[config.mk]
export PLATFORM = sky130hd
export DESIGN_NAME = english_suffix_stripper
export DESIGN_NICKNAME = d
export VERILOG_FILES = /design/src/ess_pkg.sv /design/src/ess_cell.sv /design/src/ess_suffix.sv /design/src/ess_final.sv /design/src/english_suffix_stripper.sv
export SDC_FILE = /design/constraint.sdc
export NUM_CORES = 1
export LEC_CHECK = 0
export ABC_AREA = 1
export BUFFER_PORTS_ARGS = -buffer_cell sky130_fd_sc_hd__buf_2
export CAP_MARGIN = 40
export CORE_UTILIZATION = 58
export DETAILED_ROUTE_END_ITERATION = 8
export GPL_TIMING_DRIVEN = 0
export MAX_ROUTING_LAYER = met4
export PLACE_DENSITY = 0.77
export SKIP_LAST_GASP = 1
export SLEW_MARGIN = 10
export SYNTH_ARGS = -nofsm -noshare
export SYNTH_HDL_FRONTEND = slang
export SYNTH_HIERARCHICAL = 1
export SYNTH_SLANG_ARGS = --single-unit
[constraint.sdc]
create_clock -name i_clk -period 9.4 [get_ports i_clk]
set_clock_uncertainty 0.15 [all_clocks]
set_input_delay 2.82 -clock i_clk [delete_from_list [all_inputs] [get_ports i_clk]]
set_output_delay 2.82 -clock i_clk [all_outputs]
set_load 0.01 [all_outputs]
[src/ess_pkg.sv]
// Shared types, suffix and pattern tables, and a vowel helper for the suffix stripper.
// Used by every module in src; depends on nothing.
package ess_pkg;

    localparam int TAIL_N  = 11;  // bytes kept from the end of the word
    localparam int SFX_W   = 6;   // longest suffix in bytes
    localparam int PAT_W   = 7;   // longest add-e pattern in bytes
    localparam int WIN_N   = 7;   // stem bytes handed to the pattern stage
    localparam int SFX_N   = 27;
    localparam int PAT_N   = 30;
    localparam int KEEP_W  = 6;
    localparam int MIN_STEM = 3;

    // appended-letter codes
    localparam logic [1:0] APP_NONE = 2'd0;
    localparam logic [1:0] APP_Y    = 2'd1;
    localparam logic [1:0] APP_E    = 2'd2;

    // wildcard letters in the pattern table, and letters the undouble rule checks
    localparam logic [7:0] CH_CONS = "C";
    localparam logic [7:0] CH_VOW  = "V";
    localparam logic [7:0] CH_S    = "s";
    localparam logic [7:0] CH_L    = "l";

    typedef struct packed {
        logic [7:0] char_code;
        logic       last_char;
    } t_in_item;

    typedef struct packed {
        logic [KEEP_W-1:0] keep_length;
        logic [1:0]        append_code;
        logic              too_long;
    } t_out_item;

    // one window position: byte, inside-the-word flag, vowel flag
    typedef struct packed {
        logic [7:0] chr;
        logic       vld;
        logic       vow;
    } t_tap;

    // control handed from the suffix stage to the final stage
    typedef struct packed {
        logic       ovf;   // word too long
        logic       fin;   // keep/app already final
        logic [1:0] app;
    } t_s2_ctl;

    // suffix entry; text right-justified, so byte j from the end is txt[8*j +: 8]
    typedef struct packed {
        logic [8*SFX_W-1:0] txt;
        logic [2:0]         old_len;
        logic [2:0]         new_len;
        logic               app_y;
        logic               eding;
        logic [1:0]         vdel;   // vowels removed minus vowels added
    } t_sfx;

    typedef struct packed {
        logic [8*PAT_W-1:0] txt;
        logic [2:0]         len;
        logic [1:0]         min_v;
        logic               add_e;
    } t_pat;

    localparam t_sfx SFX_TAB [SFX_N] = '{
        '{48'("is"),     3'd2, 3'd2, 1'b0, 1'b0, 2'd0},
        '{48'("ies"),    3'd3, 3'd1, 1'b1, 1'b0, 2'd1},
        '{48'("us"),     3'd2, 3'd2, 1'b0, 1'b0, 2'd0},
        '{48'("sses"),   3'd4, 3'd2, 1'b0, 1'b0, 2'd1},
        '{48'("xes"),    3'd3, 3'd1, 1'b0, 1'b0, 2'd1},
        '{48'("jones"),  3'd5, 3'd5, 1'b0, 1'b0, 2'd0},
        '{48'("ss"),     3'd2, 3'd2, 1'b0, 1'b0, 2'd0},
        '{48'("ings"),   3'd4, 3'd0, 1'b0, 1'b1, 2'd1},
        '{48'("namics"), 3'd6, 3'd6, 1'b0, 1'b0, 2'd0},
        '{48'("hysics"), 3'd6, 3'd6, 1'b0, 1'b0, 2'd0},
        '{48'("hes"),    3'd3, 3'd1, 1'b0, 1'b0, 2'd1},
        '{48'("autics"), 3'd6, 3'd6, 1'b0, 1'b0, 2'd0},
        '{48'("matics"), 3'd6, 3'd6, 1'b0, 1'b0, 2'd0},
        '{48'("stics"),  3'd5, 3'd5, 1'b0, 1'b0, 2'd0},
        '{48'("news"),   3'd4, 3'd4, 1'b0, 1'b0, 2'd0},
        '{48'("setts"),  3'd5, 3'd5, 1'b0, 1'b0, 2'd0},
        '{48'("denes"),  3'd5, 3'd5, 1'b0, 1'b0, 2'd0},
        '{48'("'s"),     3'd2, 3'd0, 1'b0, 1'b0, 2'd0},
        '{48'("s"),      3'd1, 3'd0, 1'b0, 1'b0, 2'd0},
        '{48'("speed"),  3'd5, 3'd5, 1'b0, 1'b1, 2'd0},
        '{48'("ied"),    3'd3, 3'd1, 1'b1, 1'b1, 2'd1},
        '{48'("ed"),     3'd2, 3'd0, 1'b0, 1'b1, 2'd1},
        '{48'("ssing"),  3'd5, 3'd2, 1'b0, 1'b1, 2'd1},
        '{48'("ing"),    3'd3, 3'd0, 1'b0, 1'b1, 2'd1},
        '{48'("ply"),    3'd3, 3'd3, 1'b0, 1'b0, 2'd0},
        '{48'("ily"),    3'd3, 3'd3, 1'b0, 1'b0, 2'd0},
        '{48'("ly"),     3'd2, 3'd0, 1'b0, 1'b0, 2'd1}
    };

    // 'C' is any non-vowel, 'V' any vowel, everything else literal
    localparam t_pat PAT_TAB [PAT_N] = '{
        '{56'("x"),       3'd1, 2'd0, 1'b0},
        '{56'("sponsor"), 3'd7, 2'd0, 1'b0},
        '{56'("monitor"), 3'd7, 2'd0, 1'b0},
        '{56'("og"),      3'd2, 2'd2, 1'b0},
        '{56'("Vg"),      3'd2, 2'd0, 1'b1},
        '{56'("ow"),      3'd2, 2'd0, 1'b0},
        '{56'("dit"),     3'd3, 2'd0, 1'b0},
        '{56'("er"),      3'd2, 2'd0, 1'b0},
        '{56'("el"),      3'd2, 2'd0, 1'b0},
        '{56'("ss"),      3'd2, 2'd0, 1'b0},
        '{56'("et"),      3'd2, 2'd0, 1'b0},
        '{56'("air"),     3'd3, 2'd0, 1'b0},
        '{56'("en"),      3'd2, 2'd2, 1'b0},
        '{56'("on"),      3'd2, 2'd2, 1'b0},
        '{56'("ong"),     3'd3, 2'd0, 1'b0},
        '{56'("CVC"),     3'd3, 2'd0, 1'b1},
        '{56'("VVv"),     3'd3, 2'd0, 1'b1},
        '{56'("Vlv"),     3'd3, 2'd0, 1'b1},
        '{56'("nc"),      3'd2, 2'd0, 1'b1},
        '{56'("pl"),      3'd2, 2'd0, 1'b1},
        '{56'("bl"),      3'd2, 2'd0, 1'b1},
        '{56'("rg"),      3'd2, 2'd0, 1'b1},
        '{56'("lg"),      3'd2, 2'd0, 1'b1},
        '{56'("dg"),      3'd2, 2'd0, 1'b1},
        '{56'("ng"),      3'd2, 2'd0, 1'b1},
        '{56'("iat"),     3'd3, 2'd0, 1'b1},
        '{56'("u"),       3'd1, 2'd0, 1'b1},
        '{56'("uir"),     3'd3, 2'd0, 1'b1},
        '{56'("Cs"),      3'd2, 2'd0, 1'b1},
        '{56'("us"),      3'd2, 2'd0, 1'b1}
    };

    // a e i o u y in either case
    function automatic logic is_vowel(input logic [7:0] c);
        logic v;
        unique case (c) inside
            "a", "e", "i", "o", "u", "y",
            "A", "E", "I", "O", "U", "Y": v = 1'b1;
            default:                      v = 1'b0;
        endcase
        return v;
    endfunction

endpackage

[src/ess_cell.sv]
// One position of the tail window: holds a byte and its flags and hands them
// to the next position on every shift. Depends on ess_pkg.
module ess_cell (
    input  logic          i_clk,
    input  logic          i_rst_n,
    input  logic          i_shift,
    input  logic          i_clear,
    input  ess_pkg::t_tap i_prev,
    output ess_pkg::t_tap o_tap,
    output ess_pkg::t_tap o_post
);
    import ess_pkg::*;

    t_tap r_tap;
    t_tap n_tap;

    // value after this cycle's shift, before the end-of-word clear
    assign o_post = i_shift ? i_prev : r_tap;
    assign o_tap  = r_tap;

    always_comb begin
        n_tap = o_post;
        if (i_clear) begin
            n_tap.vld = 1'b0;
        end
    end

    always_ff @(posedge i_clk) begin
        if (!i_rst_n) begin
            r_tap <= '0;
        end else begin
            r_tap <= n_tap;
        end
    end

endmodule

[src/ess_suffix.sv]
// Suffix stage: finds the first suffix entry that matches the window, checks
// the stem, and cuts out the stem window for the final stage. Depends on ess_pkg.
module ess_suffix #(
    parameter int LW = 6
) (
    input  ess_pkg::t_tap    i_tap [ess_pkg::TAIL_N],
    input  logic [LW-1:0]    i_len,
    input  logic [LW-1:0]    i_vc,
    input  logic             i_ovf,
    output ess_pkg::t_s2_ctl o_ctl,
    output ess_pkg::t_tap    o_win [ess_pkg::WIN_N],
    output logic [LW-1:0]    o_keep,
    output logic [LW-1:0]    o_nv
);
    import ess_pkg::*;

    logic [SFX_N-1:0] hit_v;
    t_sfx             sel;
    logic [LW-1:0]    stem_len;
    logic [LW-1:0]    cut_len;

    // one comparator per table entry; positions outside the word never match
    always_comb begin
        for (int i = 0; i < SFX_N; i++) begin
            hit_v[i] = 1'b1;
            for (int k = 0; k < SFX_W; k++) begin
                if (k < int'(SFX_TAB[i].old_len)) begin
                    if (!(i_tap[k].vld && i_tap[k].chr == SFX_TAB[i].txt[8*k +: 8])) begin
                        hit_v[i] = 1'b0;
                    end
                end
            end
        end
    end

    // first match wins
    always_comb begin
        sel = SFX_TAB[0];
        for (int i = SFX_N - 1; i >= 0; i--) begin
            if (hit_v[i]) begin
                sel = SFX_TAB[i];
            end
        end
    end

    assign cut_len  = LW'(sel.old_len);
    assign stem_len = i_len - cut_len + LW'(sel.new_len);
    assign o_nv     = i_vc - LW'(sel.vdel);

    // apply the entry, or keep the word when the stem is too short or vowel-free
    always_comb begin
        o_ctl.ovf = i_ovf;
        o_ctl.fin = 1'b1;
        o_ctl.app = APP_NONE;
        o_keep    = i_len;
        if (|hit_v) begin
            if (stem_len < LW'(MIN_STEM) || o_nv == '0) begin
                o_keep = i_len;
            end else if (sel.app_y) begin
                o_keep    = i_len - cut_len;
                o_ctl.app = APP_Y;
            end else begin
                o_keep    = stem_len;
                o_ctl.fin = !(sel.eding && sel.new_len == 3'd0);
            end
        end
    end

    // stem window: window position cut+j becomes stem position j
    always_comb begin
        logic [3:0] idx;
        for (int j = 0; j < WIN_N; j++) begin
            idx = 4'(j) + 4'(sel.old_len);
            if (idx < 4'(TAIL_N)) begin
                o_win[j] = i_tap[idx];
            end else begin
                o_win[j] = '0;
            end
        end
    end

endmodule

[src/ess_final.sv]
// Final stage: undoubles a final consonant or runs the add-e pattern table on
// the stem window, then forms the result item. Depends on ess_pkg.
module ess_final #(
    parameter int LW = 6
) (
    input  ess_pkg::t_s2_ctl   i_ctl,
    input  ess_pkg::t_tap      i_win [ess_pkg::WIN_N],
    input  logic [LW-1:0]      i_keep,
    input  logic [LW-1:0]      i_nv,
    output ess_pkg::t_out_item o_item
);
    import ess_pkg::*;

    logic [PAT_N-1:0] pat_v;
    logic             pat_e;
    logic             undbl;

    // pattern comparators, one per entry
    always_comb begin
        logic [7:0] ch;
        for (int p = 0; p < PAT_N; p++) begin
            pat_v[p] = (LW'(PAT_TAB[p].min_v) <= i_nv);
            for (int k = 0; k < PAT_W; k++) begin
                ch = PAT_TAB[p].txt[8*k +: 8];
                if (k < int'(PAT_TAB[p].len)) begin
                    if (!i_win[k].vld) begin
                        pat_v[p] = 1'b0;
                    end else if (ch == CH_CONS) begin
                        if (i_win[k].vow) pat_v[p] = 1'b0;
                    end else if (ch == CH_VOW) begin
                        if (!i_win[k].vow) pat_v[p] = 1'b0;
                    end else if (i_win[k].chr != ch) begin
                        pat_v[p] = 1'b0;
                    end
                end
            end
        end
    end

    // first matching pattern decides the final 'e'
    always_comb begin
        pat_e = 1'b0;
        for (int p = PAT_N - 1; p >= 0; p--) begin
            if (pat_v[p]) begin
                pat_e = PAT_TAB[p].add_e;
            end
        end
    end

    // doubled final consonant, not 's'; 'l' only with more than one vowel
    assign undbl = !i_win[0].vow && i_win[0].chr != CH_S && i_win[0].chr == i_win[1].chr
                   && (i_win[0].chr != CH_L || i_nv > LW'(1));

    always_comb begin
        o_item.too_long    = 1'b0;
        o_item.keep_length = KEEP_W'(i_keep);
        o_item.append_code = i_ctl.app;
        if (i_ctl.ovf) begin
            o_item.too_long    = 1'b1;
            o_item.keep_length = '0;
            o_item.append_code = APP_NONE;
        end else if (!i_ctl.fin && i_win[0].vld && i_win[1].vld) begin
            if (undbl) begin
                o_item.keep_length = KEEP_W'(i_keep - LW'(1));
            end else if (pat_e) begin
                o_item.append_code = APP_E;
            end
        end
    end

endmodule

[src/english_suffix_stripper.sv]
// English suffix stripper, top level. Takes one byte per cycle, back to back, while
// o_in_ready is high; a word's result item passes the snapshot register, the suffix
// stage register and the output register, in that order, one result per word.
// The window is a chain of eleven cells that shift every accepted byte while the word is under MAX_WORD.
// Synchronous active-low reset clears the window, counters and all valid flags.
module english_suffix_stripper #(
    parameter int MAX_WORD = 63
) (
    input  logic               i_clk,
    input  logic               i_rst_n,
    input  logic               i_in_valid,
    output logic               o_in_ready,
    input  ess_pkg::t_in_item  i_in_item,
    output logic               o_out_valid,
    input  logic               i_out_ready,
    output ess_pkg::t_out_item o_out_item
);
    import ess_pkg::*;

    localparam int LW = $clog2(MAX_WORD + 1);

    // handshake
    logic acc, shift, clear;
    logic s1_rdy, s2_rdy, out_rdy;

    // tail chain
    t_tap head;
    t_tap tap  [TAIL_N];
    t_tap post [TAIL_N];

    // word counters
    logic [LW-1:0] r_len, n_len, r_vc, n_vc;
    logic          r_ovf, n_ovf;

    // snapshot stage
    logic          r_s1_v;
    t_tap          r_s1_tap [TAIL_N];
    logic [LW-1:0] r_s1_len, r_s1_vc;
    logic          r_s1_ovf;

    // suffix stage
    t_s2_ctl       s2_ctl;
    t_tap          s2_win [WIN_N];
    logic [LW-1:0] s2_keep, s2_nv;
    logic          r_s2_v;
    t_s2_ctl       r_s2_ctl;
    t_tap          r_s2_win [WIN_N];
    logic [LW-1:0] r_s2_keep, r_s2_nv;

    // output stage
    t_out_item     fin_item;
    logic          r_o_v;
    t_out_item     r_o_item;

    assign out_rdy    = !r_o_v || i_out_ready;
    assign s2_rdy     = !r_s2_v || out_rdy;
    assign s1_rdy     = !r_s1_v || s2_rdy;
    assign o_in_ready = s1_rdy;
    assign acc        = i_in_valid && s1_rdy;
    assign shift      = acc && (r_len != LW'(MAX_WORD));
    assign clear      = acc && i_in_item.last_char;

    assign head.chr = i_in_item.char_code;
    assign head.vld = 1'b1;
    assign head.vow = is_vowel(i_in_item.char_code);

    // chain of window cells, newest byte in cell 0
    for (genvar g = 0; g < TAIL_N; g++) begin : g_cell
        ess_cell u_cell (
            .i_clk   (i_clk),
            .i_rst_n (i_rst_n),
            .i_shift (shift),
            .i_clear (clear),
            .i_prev  ((g == 0) ? head : tap[(g == 0) ? 0 : g - 1]),
            .o_tap   (tap[g]),
            .o_post  (post[g])
        );
    end

    // length, vowel count and overflow flag
    assign n_len = shift ? r_len + LW'(1) : r_len;
    assign n_vc  = r_vc + LW'(shift && head.vow);
    assign n_ovf = r_ovf || (acc && !shift);

    always_ff @(posedge i_clk) begin
        if (!i_rst_n || clear) begin
            r_len <= '0;
            r_vc  <= '0;
            r_ovf <= 1'b0;
        end else begin
            r_len <= n_len;
            r_vc  <= n_vc;
            r_ovf <= n_ovf;
        end
    end

    // snapshot of the finished word
    always_ff @(posedge i_clk) begin
        if (!i_rst_n) begin
            r_s1_v <= 1'b0;
        end else if (s1_rdy) begin
            r_s1_v <= clear;
        end
    end

    always_ff @(posedge i_clk) begin
        if (clear) begin
            r_s1_tap <= post;
            r_s1_len <= n_len;
            r_s1_vc  <= n_vc;
            r_s1_ovf <= n_ovf;
        end
    end

    ess_suffix #(.LW(LW)) u_suffix (
        .i_tap  (r_s1_tap),
        .i_len  (r_s1_len),
        .i_vc   (r_s1_vc),
        .i_ovf  (r_s1_ovf),
        .o_ctl  (s2_ctl),
        .o_win  (s2_win),
        .o_keep (s2_keep),
        .o_nv   (s2_nv)
    );

    // suffix stage register
    always_ff @(posedge i_clk) begin
        if (!i_rst_n) begin
            r_s2_v <= 1'b0;
        end else if (s2_rdy) begin
            r_s2_v <= r_s1_v;
        end
    end

    always_ff @(posedge i_clk) begin
        if (s2_rdy && r_s1_v) begin
            r_s2_ctl  <= s2_ctl;
            r_s2_win  <= s2_win;
            r_s2_keep <= s2_keep;
            r_s2_nv   <= s2_nv;
        end
    end

    ess_final #(.LW(LW)) u_final (
        .i_ctl  (r_s2_ctl),
        .i_win  (r_s2_win),
        .i_keep (r_s2_keep),
        .i_nv   (r_s2_nv),
        .o_item (fin_item)
    );

    // output register
    always_ff @(posedge i_clk) begin
        if (!i_rst_n) begin
            r_o_v <= 1'b0;
        end else if (out_rdy) begin
            r_o_v <= r_s2_v;
        end
    end

    always_ff @(posedge i_clk) begin
        if (out_rdy && r_s2_v) begin
            r_o_item <= fin_item;
        end
    end

    assign o_out_valid = r_o_v;
    assign o_out_item  = r_o_item;

endmodule
# ---- Word level (Yosys, flattened, before mapping)
# Cells that the tools add are included.
dict set report totals {
  wordCells 575
  in_bits 13
  register_bits 340
  out_inout_bits 11
}
dict set report op_classes {
  n_bitwise 9
  addsub 12
  order_cmp 18
  n_mux 267
  n_eq_ne 93
  n_reduce_logical 76
}
# operator count
set op_table {}
lappend op_table {{$mux 10} 51}
lappend op_table {{$eq 8x7->1 const B} 52}
lappend op_table {{$ne 8x7->1 const B} 38}
lappend op_table {{$bmux 10 s4} 7}
lappend op_table {{$mux 1} 200}
lappend op_table {{$logic_and 1x1->1} 54}
lappend op_table {{$mux 6} 6}
lappend op_table {{$ge 5x5->1 const B} 7}
lappend op_table {{$not 4->5} 6}
lappend op_table {{$reduce_or 27->1} 1}
lappend op_table {{$lt 4x4->1 const B} 6}
lappend op_table {{$add 3x3->4 const A} 3}
lappend op_table {{$reduce_or 12->1} 1}
lappend op_table {{$add 2x3->4 const A} 2}
lappend op_table {{$eq 8x6->1 const B} 1}
lappend op_table {{$eq 8x8->1} 1}
lappend op_table {{$logic_not 1->1} 8}
lappend op_table {{$mux 8} 1}
lappend op_table {{$logic_or 1x1->1} 7}
lappend op_table {{$add 6x1->6} 1}
lappend op_table {{$add 6x1->6 const B} 1}
lappend op_table {{$add 6x3->6} 1}
lappend op_table {{$gt 6x1->1 const B} 1}
lappend op_table {{$le 1x6->1 const A} 1}
lappend op_table {{other kinds (15)} 18}

# ---- Depth between registers and ports, before layout
dict set report depth {
  ltp_word 38
  mapped_depth 28
  depth_no_buf 27
}

# ---- Hierarchy
# The synthesis kept the hierarchy.
# module n_inst cells_per_inst area_per_inst_um2
set by_module_without_submodules {}
lappend by_module_without_submodules {english_suffix_stripper 1 342 7439.6}
lappend by_module_without_submodules {ess_suffix 1 1543 7292.0}
lappend by_module_without_submodules {ess_cell 11 85 494.2}
lappend by_module_without_submodules {ess_final 1 253 1222.4}

# ---- Worst setup path before layout
# OpenSTA, ideal clock, no wires.
dict set report synth_path {
  kind {input -> register}
  startpoint {in i_out_ready}
  endpoint {reg r_s1_len[0], enable pin}
  arrival_ns 8.537
  t_required_ns 8.628
  setup_slack_ns 0.092
  path_buffers 0
  path_stages 4
  cell_sequence {inv_1 > nand4_4 > nand2_4 > nor2_1}
}
dict set report synth_via {
  elab_chain_cells 5
}
# element line_no
set synth_lines {}
lappend synth_lines {{from (decl)} english_suffix_stripper.sv:15} ;# input logic i_out_ready,
lappend synth_lines {{$logic_or 1x1->1} english_suffix_stripper.sv:55} ;# assign out_rdy = !r_o_v || i_out_ready;
lappend synth_lines {{$logic_or 1x1->1} english_suffix_stripper.sv:56} ;# assign s2_rdy = !r_s2_v || out_rdy;
lappend synth_lines {{$logic_or 1x1->1} english_suffix_stripper.sv:57} ;# assign s1_rdy = !r_s1_v || s2_rdy;
lappend synth_lines {{named net o_in_ready} english_suffix_stripper.sv:12} ;# output logic o_in_ready,
lappend synth_lines {{$logic_and 1x1->1} english_suffix_stripper.sv:59} ;# assign acc = i_in_valid && s1_rdy;
lappend synth_lines {{$logic_and 1x1->1} english_suffix_stripper.sv:61} ;# assign clear = acc && i_in_item.last_char;
lappend synth_lines {{named net clear} english_suffix_stripper.sv:23} ;# logic acc, shift, clear;
lappend synth_lines {{to (signal assigned)} english_suffix_stripper.sv:109} ;# r_s1_len <= n_len;
lappend synth_lines {{to (decl)} english_suffix_stripper.sv:38} ;# logic [LW-1:0] r_s1_len, r_s1_vc;
# The timed path passes the listed nets, and every way through them passes these cells.
# A chain may end at the register's enable or synchronous reset.

# ---- Worst setup path in the final report
dict set report layout_path {
  startpoint {in i_out_ready}
  endpoint {out o_in_ready}
}
dict set report layout_via {
  elab_chain_cells 3
}
# element line_no
set layout_lines {}
lappend layout_lines {{$logic_or 1x1->1} english_suffix_stripper.sv:55}
lappend layout_lines {{$logic_or 1x1->1} english_suffix_stripper.sv:56}
lappend layout_lines {{$logic_or 1x1->1} english_suffix_stripper.sv:57}
lappend layout_lines {{to (decl)} english_suffix_stripper.sv:12}
# No other way between the ends.

==> results.md <==
* Num CTS Buffers at 36
* Synth warnings at 6
* P&R area growth vs syn at 9.623%
* Commonest non-fill, non-tap cell in the layout: nand2_1
* R2R depth at 23
* Hold Crit Depth at 2
* Largest net degree at the start of global routing at 72
* Global-route wire length before repair at 117,600 µm
* Failing checks: design-rule violations
* Avg Synthesized Cell Area at 6.944 µm²
* Peak supply drop at 0.0002024 V
* Slowest Stage Delay on Critical Path at 0.21 ns
* Final setup margin at 2.973 ns
* Number of fill cells in the layout at 2,916
* CP Buf/Inv Count at 3
* Post-Layout Inst Area at 0.02313 mm²
* Commonest non-fill, non-tap cells in the layout: 956 x nand2_1, 596 x inv_1, 283 x nor2_1
* Worst hold endpoint: r_ovf
* Final wirelength at 79,980 µm
* Cell family with the largest share of critical-path delay: buffers and inverters
* Pre-antenna DRT Iters at 8
* Core box area at 0.03566 mm²
* Die width at 192.7 µm
* Vias in the first global route at 19,720
* Pwr Density at 151.6 mW/mm²
* Worst setup EP type: output pin
* CTS tree: done
* Worst r2r src: r_s1_tap[71]
* Antenna violations before repair at 1
* Leakage at 11.29 nW
* CTS sink count at 339
* Crit path max fanout at 6
* Power Total at 0.003506 W
* Dpl hpwl at 58,670 µm
* Post-Place Setup Slack at 2.999 ns
* Max H-tree Level at 2
* Clk pin slew, worst setup/hold paths at 0.06 ns
* NetSw at 0.0009490 W
* Crit-path cells: buf_2 > inv_1 > nand4_4 > buf_2
* Grt ovf at 0
* Final hold violation count at 0
* PortBufs at 23
* Critical Path AT at 3.46 ns
* Hold Path Class: flip-flop to flip-flop
* Final #Nets at 3,150
* Reg-to-reg setup timing slack at 3.00 ns
* Post-CTS Setup Repair Bufs at 0
* Req. time, crit path at 6.43 ns
* Max-cap violations at 0
* Hold_sp: r_ovf
* CTS-repair resized insts at 0
* Final core utilization at 0.6488
* Layout cell share with drive strength beyond 1 at 0.08952
* Synth Instances at 3,039
* DRC at 2
* Die area at 0.03715 mm²
* CP Class: input pin to output pin
* Worst-case clock buffer depth at 3
* Tcrit/Tclk final at 0.6837
* Crit-path most repeated cell: buf_2
* Comb power frac at 0.110
* Setup TNS at 0 ns
* Hold-fix buffers, CTS at 0
* Maximum clock frequency at 155.6 MHz
* Vias at 21,330
* CP max stage cell: buf_2
* Final GP Congestion at 1.070
* I/O pin total at 24
* Number of core rows at 69
* Worst skew pair latency at 0.57 ns
* Clock share of power at 0.399
* FF-to-FF End: r_s2_keep[1]
* Antenna Violating Nets Remaining at 0
* Worst-margin pin slew at 0.9136 ns
* Clock root cell: clkbuf_16
* Minimum clock period at 6.427 ns
* Drt first-iter violations at 2,856
* Outcome: finished, violations left
* Pins Over Slew Limit at 0
* Syn nets at 3,077
* Final Setup Violations at 0
* Initial core utilization at 0.5919
* Sequential power share at 0.491
* Critical path origin: i_out_ready
* Die H at 192.7 µm
* Post-placement cell area at 0.02196 mm²
* Power Internal at 0.002557 W
* Net Sw Frac at 0.2707
* DR WL/cell at 22.20 µm
* GRT Overall Usage at 0.4421
* DR vias/cell at 5.921
* Unrepaired setup endpoints after global routing: no
* Startpoint types: input pin
* Synth Cell Area at 0.02110 mm²
* Normalized max-slew margin at 0.3845
==> power groups by stage <==
stage | clock network, W | logic (W) | registers [W]
final | 0.00140 | 0.000385 | 0.00172
after global routing | 0.00146 | 0.000413 | 0.00173
after CTS | 0.00141 | 0.000368 | 0.00172
after detailed placement | 0 | 0.000350 | 0.00175
after global placement | 0 | 0.000327 | 0.00175
after floorplan | 0 | 0.000236 | 0.00173
==> area by class of cell <==
type | count | area [µm²] | area share
Multi-Input combinational cell | 1973 | 9234 | 0.3992
Sequential cell | 339 | 8919 | 0.3855
Inverter | 634 | 2384 | 0.1030
Clock buffer | 52 | 1013 | 0.04381
Buffer | 93 | 581.8 | 0.02515
Tap cell | 461 | 576.8 | 0.02493
Timing Repair Buffer | 35 | 282.8 | 0.01222
Clock inverter | 13 | 137.6 | 0.005949
Antenna cell | 2 | 5.005 | 0.0002163
==> state kept, by name, summed over array words and instances (netlist names) <==
name and flops:
g_cell.u_cell/o_tap 110, r_s2_win 66, o_out_valid 1, o_out_item 9
r_ovf 1, r_s1_v 1, r_s1_len 6, r_s2_v 1
r_s2_keep 6, r_s2_ctl 4, r_s1_ovf 1, r_len 6
r_s1_tap 110, r_vc 6, r_s1_vc 6, r_s2_nv 5
==> how the worst max path moves through the flow <==
stage	slack, ns	depth (start not counted)	endpoint
floorplan	0.09	4	r_s1_len[0]
global placement	-1.91	5	r_s1_tap[0]
detailed placement	3.00	4	o_in_ready
CTS	2.97	4	o_in_ready
global route	2.84	23	r_s2_keep[1]
finish	2.97	4	o_in_ready
==> routing by layer <==
| layer | share of wire | track usage | up-vias |
|---|---|---|---|
| li1 | - | - | 9614 |
| met1 | 0.39 | 0.5482 | 9975 |
| met2 | 0.46 | 0.6984 | 1469 |
| met3 | 0.11 | 0.09565 | 271 |
| met4 | 0.046 | 0.1814 | 0 |
| met5 | 0 | - | - |
==> stage by stage <==
stage                     hold WS [ns]  cells
after floorplan                 0.2794   3039
after global placement          0.2938   3523
after detailed placement        0.3149   3532
after CTS                       0.3237   3597
after global routing            0.3577   3602
final                           0.3300   3602
==> worst reg2reg max path: cells and delay by family, from the launching register on <==
kind	cells	cell delay, ns
flip-flops	1	0.56
AO/OA/AOI/OAI	5	1.32
buffers and inverters	6	1.15
AND/OR/NAND/NOR	8	1.48
XOR/XNOR	1	0.19
adder cells (fa/ha/maj)	3	1.34
No activity file was read; power rests on OpenSTA's default activity.
